`src/rtl/min_first_topological_order_core_assert.svh`:
```
// Assertion helpers shared by the ordering core modules.
// Each macro expands to one labelled concurrent assertion, clocked on the
// rising edge and disabled while the synchronous reset is asserted.
`ifndef MIN_FIRST_TOPOLOGICAL_ORDER_CORE_ASSERT_SVH
`define MIN_FIRST_TOPOLOGICAL_ORDER_CORE_ASSERT_SVH

// Same-cycle implication.
`define MFTO_ASSERT_IMPLY(name, ck, rn, ante, cons, msg) \
  name: assert property (@(posedge ck) disable iff (!rn) (ante) |-> (cons)) \
    else $error(msg);

// Next-cycle implication.
`define MFTO_ASSERT_NEXT(name, ck, rn, ante, cons, msg) \
  name: assert property (@(posedge ck) disable iff (!rn) (ante) |=> (cons)) \
    else $error(msg);

`endif

```
`src/rtl/mfto_pkg.sv`:
```
// ----------------------------------------------------------------------------
// mfto_pkg
// Shared types and codes for the minimum-first topological ordering core.
// ----------------------------------------------------------------------------
`timescale 1ns / 1ps
`default_nettype none

package mfto_pkg;

  // Width of the task and count fields
  localparam int FIELD_W = 7;

  // Transaction commands
  localparam logic [1:0] CMD_LOAD  = 2'd0;
  localparam logic [1:0] CMD_RUN   = 2'd1;
  localparam logic [1:0] CMD_CLEAR = 2'd2;

  // Input transaction payload
  typedef struct packed {
    logic [1:0]         cmd;
    logic [FIELD_W-1:0] task_req;
    logic [FIELD_W-1:0] depends_on;
  } mfto_in_t;

  // Result transaction payload
  typedef struct packed {
    logic [FIELD_W-1:0] task_id;
    logic               last;
    logic               complete;
  } mfto_out_t;

  // Commands from controller to datapath
  typedef struct packed {
    logic ld_start;
    logic ld_wr;
    logic clr_all;
    logic run_init;
    logic scan_step;
    logic adv;
    logic send;
  } mfto_ctl_t;

  // Status from datapath to controller
  typedef struct packed {
    logic scan_end;
    logic found;
    logic pend_valid;
    logic out_free;
  } mfto_sts_t;

endpackage

`default_nettype wire

```
`src/rtl/mfto_ctrl.sv`:
```
// ----------------------------------------------------------------------------
// mfto_ctrl
// Controller: takes transactions, sequences loads, scans and result sends.
// ----------------------------------------------------------------------------
`timescale 1ns / 1ps
`default_nettype none

`include "min_first_topological_order_core_assert.svh"

module mfto_ctrl import mfto_pkg::*; (
  input  wire logic       clk,
  input  wire logic       rst_n,
  input  wire logic       in_valid,
  input  wire logic [1:0] in_cmd,
  output logic            in_ready,
  input  wire mfto_sts_t  sts_i,
  output mfto_ctl_t       ctl_o
);

  localparam logic [1:0] S_IDLE  = 2'd0;
  localparam logic [1:0] S_LD_WR = 2'd1;
  localparam logic [1:0] S_SCAN  = 2'd2;
  localparam logic [1:0] S_SEND  = 2'd3;

  logic [1:0] state_r;
  logic [1:0] state_nxt;

  // Next state and datapath commands
  always_comb begin
    state_nxt = state_r;
    ctl_o     = '0;
    in_ready  = 1'b0;
    case (state_r)
      S_IDLE: begin
        in_ready = 1'b1;
        if (in_valid) begin
          case (in_cmd)
            CMD_LOAD: begin
              ctl_o.ld_start = 1'b1;
              state_nxt      = S_LD_WR;
            end
            CMD_RUN: begin
              ctl_o.run_init = 1'b1;
              state_nxt      = S_SCAN;
            end
            CMD_CLEAR: begin
              ctl_o.clr_all = 1'b1;
            end
            default: begin
            end
          endcase
        end
      end
      S_LD_WR: begin
        ctl_o.ld_wr = 1'b1;
        state_nxt   = S_IDLE;
      end
      S_SCAN: begin
        ctl_o.scan_step = 1'b1;
        if (sts_i.scan_end) begin
          state_nxt = S_SEND;
        end
      end
      S_SEND: begin
        if (sts_i.found) begin
          // push the pending task unless this is the first hit
          if (!sts_i.pend_valid) begin
            ctl_o.adv = 1'b1;
            state_nxt = S_SCAN;
          end else if (sts_i.out_free) begin
            ctl_o.send = 1'b1;
            ctl_o.adv  = 1'b1;
            state_nxt  = S_SCAN;
          end
        end else if (sts_i.out_free) begin
          // final result of the run
          ctl_o.send = 1'b1;
          state_nxt  = S_IDLE;
        end
      end
      default: begin
        state_nxt = S_IDLE;
      end
    endcase
  end

  always_ff @(posedge clk) begin
    if (!rst_n) begin
      state_r <= S_IDLE;
    end else begin
      state_r <= state_nxt;
    end
  end

  `MFTO_ASSERT_IMPLY(a_send_free, clk, rst_n, ctl_o.send, sts_i.out_free, "result sent into a full output register")
  `MFTO_ASSERT_IMPLY(a_adv_found, clk, rst_n, ctl_o.adv, sts_i.found, "advance without a ready task")

endmodule

`default_nettype wire

```
`config.mk`:
```
export PLATFORM = sky130hd
export DESIGN_NAME = mfto_ctrl
export DESIGN_NICKNAME = d
export VERILOG_FILES = /design/src/rtl/mfto_pkg.sv /design/src/rtl/mfto_ctrl.sv
export VERILOG_INCLUDE_DIRS = /design/src /design/src/rtl
export SDC_FILE = /design/constraint.sdc
export NUM_CORES = 1
export LEC_CHECK = 0
export ABC_AREA = 1
export BUFFER_PORTS_ARGS = -buffer_cell sky130_fd_sc_hd__buf_2
export CAP_MARGIN = 20
export CORE_AREA = 10 10 47 49
export DETAILED_ROUTE_END_ITERATION = 10
export DIE_AREA = 0 0 57 59
export RECOVER_POWER = 25
export SYNTH_ARGS = -nofsm -noshare
export SYNTH_HDL_FRONTEND = slang
export SYNTH_SLANG_ARGS = --single-unit
```
`constraint.sdc`:
```
create_clock -name clk -period 1.1 [get_ports clk]
set_input_delay 0.22 -clock clk [delete_from_list [all_inputs] [get_ports clk]]
set_output_delay 0.22 -clock clk [all_outputs]
set_load 0.03 [all_outputs]
```
==> out/metrics.cfg, run 1 <==
[placed_design]
gp_congestion=0.680
dp_hpwl_um=671
portBuffers=16
placed_cells=75

[finish]
fillers=154
largest_reg_flops=2
antenna_cells=0
layout_common_cells=9 x buf_6, 8 x buf_2, 6 x inv_1, 6 x buf_4, 5 x nand2_1
seqCellArea_um2=45.0
top_regs=state_r (2)
final_common_cell=buf_6
multi_input_area_um2=204
largest-register=state_r
fin_nets=75
layout.cells.non_filler=80
syn2layout_area_growth_pct=155
drive_above_1_share_pct=70.3

[global_route]
grt_pass1_vias=391
grt_max_degree=6
grt_overflow_total=0
grt_first_pass_wirelength_um=1610
antenna_found_initial=0
grtUsageTotal_pct=5.83

[synth]
synth-seq-area-share_pct=20.0
synth_area_leaders=dfxtp_1 20%, nand2_1 15%, inv_1 11%
ys_types=13
synth_seq_cells=2
synthCells=38
synth_top_area_share_pct=20.0
syn_avg_cell_area_um2=5.27
synth_warnings=0
netlist_area_um2=200
synth_top_cell_by_area=dfxtp_1
synth_nets=47

[sta]
finClkSkew_ns=0.00113
final_critical_path_setup_slack_ns=-0.162
period_share_pct=115
rsz0062_at_grt=true
hold_viol_final=0
final.setup.tns_ns=-1.05
relSlewSlack_pct=82.9
setup_violations=9
fin_crit_ns=1.26
maxSlewViolCount=0
tightest_slew_ns=0.255
max_freq_ghz=0.793

[drt]
drt_wl_total_um=859
ant_nets=0
drt_iter0_markers=2
wl_per_cell_um=10.7
viasPerCell=4.06
dr.pass1.iters=2
vias=325
drc=0

[power_and_ir_drop]
power_frac_seq_pct=15.2
vdd_drop_max_mv=0.610
p_per_area_nw_per_um2=1350
combPwrFrac_pct=61.8
p_clk_share_pct=23.0
p_switching_mw=0.288
p_leak_nw=0.255
p_int_mw=0.399
swShare_pct=41.9

[die]
die_y_um=59
row_count=14
core_um2=1400
fp.dieW_um=57
pin_count=17
dieArea_um2=3360
start_util_pct=14.3

[clock_network]
ctsHoldBuffers=0
clk_pin_slew_ns=0.03
clkLatencyLatePin_ns=0.22
h-tree-depth=1
clockBufferDepth=2
clock_sinks=2
cts-root-buf=clkbuf_4
numCtsBuffers=3
cts_tree=built

[critical_path]
cp-end-kind=output port
arrival_ns=1.04
startpoint_type=register
worstPathRequired_ns=0.88
path_class=register to output port
critPathMaxFanout=3

[hold_path]
hold_class=input port to register

[run_status]
violations=setup timing
status=complete, but fails checks

[run]
maxCapViolCount=0

==> final timing paths <==
path / startpoint / end / slack, ns / cells past startpoint
hold / removal: rst_n / state_r[1]$_SDFFE_PN0P_ / 0.22 / 3
hold reg to reg: state_r[0]$_SDFFE_PN0P_ / state_r[0]$_SDFFE_PN0P_ / 0.82 / 5
setup / recovery: state_r[1]$_SDFFE_PN0P_ / ctl_o[4] / -0.16 / 4
setup reg to reg: state_r[1]$_SDFFE_PN0P_ / state_r[0]$_SDFFE_PN0P_ / -0.02 / 7
==> cells by family after synthesis <==
family | Yosys count | share of synthesized area (%)
and+or+nand+nor | 23 | 52.5
buffers and inverters | 8 | 15.0
AOI/OAI and AO/OA | 5 | 12.5
DFF | 2 | 20.0
==> power groups by stage <==
stage          Sequential [mW]  Combinational, mW  Clock, mW
6_report                 0.105              0.425      0.158
5_1_grt                  0.107              0.469      0.183
4_1_cts                  0.104              0.391      0.169
3_5_place_dp             0.104              0.311          0
3_3_place_gp             0.103              0.309          0
2_1_floorplan            0.112              0.196          0
==> cells in the mapped netlist, drive strengths merged <==
| master | count |
|---|---|
| dfxtp | 2 |
| o21ai | 4 |
| and2 | 1 |
| nand2 | 10 |
| nand3 | 3 |
| inv | 8 |
| nor2 | 7 |
| nor3 | 2 |
| a21oi | 1 |
==> what timing repair did <==
action                                  4_1_cts  5_1_grt
endpoints found under the setup margin        9       10
pin swaps                                     4        2
gates resized for setup                      17       10
buffers inserted                              2        0
cloned                                        0        0
==> critical path, cell delays in order, from the launching register on <==
cell     delay (ns)
dfxtp_2        0.33
nor2_4         0.13
nand2_4        0.09
nor3_4         0.12
buf_6          0.15
==> stage by stage <==
stage	area, um2	power, mW	utilization, %	hold slack [ns]	worst slack [ns]
after floorplan	244	0.308	-	0.347	-0.199
after global placement	382	0.412	27.2	0.447	-0.0508
after detailed placement	382	0.414	27.2	0.444	-0.0692
after CTS	473	0.664	33.8	0.211	-0.169
after global routing	510	0.758	36.4	0.232	-0.228
final	510	0.688	36.4	0.224	-0.162
==> area by class of cell <==
class	count	area share, %
Clock buffer	3	4.41
Sequential cell	2	8.82
Multi-Input combinational cell	28	40.0
Tap cell	16	3.92
Timing Repair Buffer	23	36.5
Inverter	8	6.37
==> per-layer routing <==
metal	GRT usage, %	vias up	share of wire, %
met1	5.70	150	38
met5	0	-	0
met2	10.4	6	55
li1	-	169	-
met3	3.65	0	7.3
met4	1.01	0	0
Note: power is estimated with default switching activity, not from simulation.
==> inputs of run 2 (changes only) <==
==> constraint.sdc (replaced) <==
create_clock -name clk -period 1.6 [get_ports clk]
set_input_delay 0.32 -clock clk [delete_from_list [all_inputs] [get_ports clk]]
set_output_delay 0.32 -clock clk [all_outputs]
set_load 0.03 [all_outputs]
==> out/metrics.cfg, run 2 (synthesis results as in run 1) <==
[run_status]
status=complete, no violations

[sta]
period_share_pct=93.5
tightest_slew_ns=0.156  ; -0.0989 ns
holdWs_ns=0.322  ; +0.0980 ns
max_freq_ghz=0.668
final.setup.tns_ns=0  ; +1.05 ns
finClkSkew_ns=0.00118  ; +0.0000490 ns
setup_violations=0  ; -9
fin_crit_ns=1.50
relSlewSlack_pct=89.5  ; +6.6 points
maxSlewViolCount=0  ; unchanged
hold_viol_final=0  ; unchanged
rsz0062_at_grt=false

[die]
fp.dieW_um=57  ; unchanged
dieArea_um2=3360  ; unchanged
row_count=14  ; unchanged
die_y_um=59  ; unchanged
core_um2=1400  ; unchanged
start_util_pct=14.3  ; unchanged
pin_count=17  ; unchanged

[critical_path]
startpoint_type=register
critPathBufInv=1  ; unchanged
path_class=register to output port
path_cells=nor2_4 -> nand2_1 -> nor3_2 -> clkbuf_4
critPathMaxFanout=6  ; +3
crit_path_max_incr_delay_ns=0.35  ; +0.02 ns
worstPathRequired_ns=1.28  ; +0.40 ns
arrival_ns=1.18  ; +0.14 ns
crit_family=simple AND/OR/NAND/NOR gates
slowest_stage=dfxtp_2
cp-end-kind=output port

[global_route]
antenna_found_initial=0  ; unchanged
grtUsageTotal_pct=4.27  ; -1.6 points
grt_first_pass_wirelength_um=1080  ; -33%
grt_max_degree=8  ; +2
grt_overflow_total=0  ; unchanged
grt_pass1_vias=260  ; -34%

[finish]
antenna_cells=0  ; unchanged
drive_above_1_share_pct=52.6  ; -18 points
final_common_cell=buf_2
syn2layout_area_growth_pct=72.5
layout_common_cells=15 x buf_2, 8 x nand2_1, 6 x inv_1
final_core_util_pct=24.6  ; -12 points
largest_reg_flops=2  ; unchanged
final_cell_area_um2=345  ; -32%
fillers=171  ; +11%
top_regs=state_r (2)
fin_nets=68  ; -9.3%
largest-register=state_r

[clock_network]
cts-root-buf=clkbuf_4
clock_sinks=2  ; unchanged
h-tree-depth=1  ; unchanged
clk_pin_slew_ns=0.03  ; about the same
clkLatencyLatePin_ns=0.22  ; about the same
ctsHoldBuffers=0  ; unchanged
numCtsBuffers=3  ; unchanged
cts_tree=built
clockBufferDepth=2  ; unchanged

[run]
maxCapViolCount=0  ; unchanged

[power_and_ir_drop]
p_per_area_nw_per_um2=1030  ; -23%
vdd_drop_max_mv=0.304  ; -50%
p_leak_nw=0.198  ; -22%

[drt]
ant_nets=0  ; unchanged
dr.pass1.iters=4  ; +2
drc=0  ; unchanged
viasPerCell=3.90  ; -3.9%
drt_wl_total_um=709  ; -17%
vias=285  ; -12%
drt_iter0_markers=4  ; +2
wl_per_cell_um=9.71  ; -9.5%

[placed_design]
dpl_cell_area_um2=313  ; -18%
dp_hpwl_um=615  ; -8.4%
gp_congestion=0.670  ; -1.5%
portBuffers=16  ; unchanged

[hold_path]
hold_class=input port to register

-- run 2: cell count changes in the layout (fill, tap and decap cells not counted), moves of 2 or more --
| cell | change |
|---|---|
| nand3_1 | +2 |
| nor3_4 | -2 |
| nand2_1 | +3 |
| nor3_2 | +2 |
| nand2_2 | -2 |
| buf_6 | -9 |
| buf_2 | +7 |
| buf_4 | -6 |
| nor2_1 | +2 |
-- run 2: final timing paths --
check	startpoint	to	slack, ns	cells past startpoint
max	state_r[0]$_SDFFE_PN0P_	ctl_o[6]	0.10	4
max reg2reg	state_r[0]$_SDFFE_PN0P_	state_r[0]$_SDFFE_PN0P_	0.64	5
min reg2reg	state_r[1]$_SDFFE_PN0P_	state_r[1]$_SDFFE_PN0P_	0.68	4
min	rst_n	state_r[0]$_SDFFE_PN0P_	0.32	2
-- run 2: timing repair --
item / CTS / global route
setup endpoints to repair: 2 / 3
buffers inserted: 0 / 0
gates resized for setup: 1 / 3
pin swaps: 0 / 1
-- run 2: report_power, final --
part | leakage (nW) | switching [mW] | internal [mW]
clock | 0.0138 | 0.0274 | 0.0826
sequential | 0.0172 | 0.0187 | 0.0612
combinational | 0.167 | 0.109 | 0.0567
-- run 2: final cells by class --
class	instances	area (um2)	share of cell area, %
Multi-Input combinational cell	28	148	42.8
Clock buffer	3	22.5	6.52
Timing Repair Buffer	16	82.6	23.9
Sequential cell	2	42.5	12.3
Inverter	8	30.0	8.70
Tap cell	16	20.0	5.80
-- run 2: routing by layer --
metal / vias to the layer above / routed length, um / track usage, %
met5: - / 0 / 0
met4: 0 / 0 / 4.03
met3: 0 / 126 / 4.51
met2: 14 / 314 / 5.12
met1: 115 / 268 / 3.91
li1: 156 / - / -
-- run 2: per-stage QoR --
stage | total power, mW | instances | setup slack (ns)
2_1_floorplan | 0.192 | 38 | -0.0568
3_3_place_gp | 0.239 | 70 | 0.285
3_5_place_dp | 0.242 | 70 | 0.230
4_1_cts | 0.364 | 73 | 0.0364
5_1_grt | 0.394 | 73 | 0.0108
6_report | 0.356 | 73 | 0.103
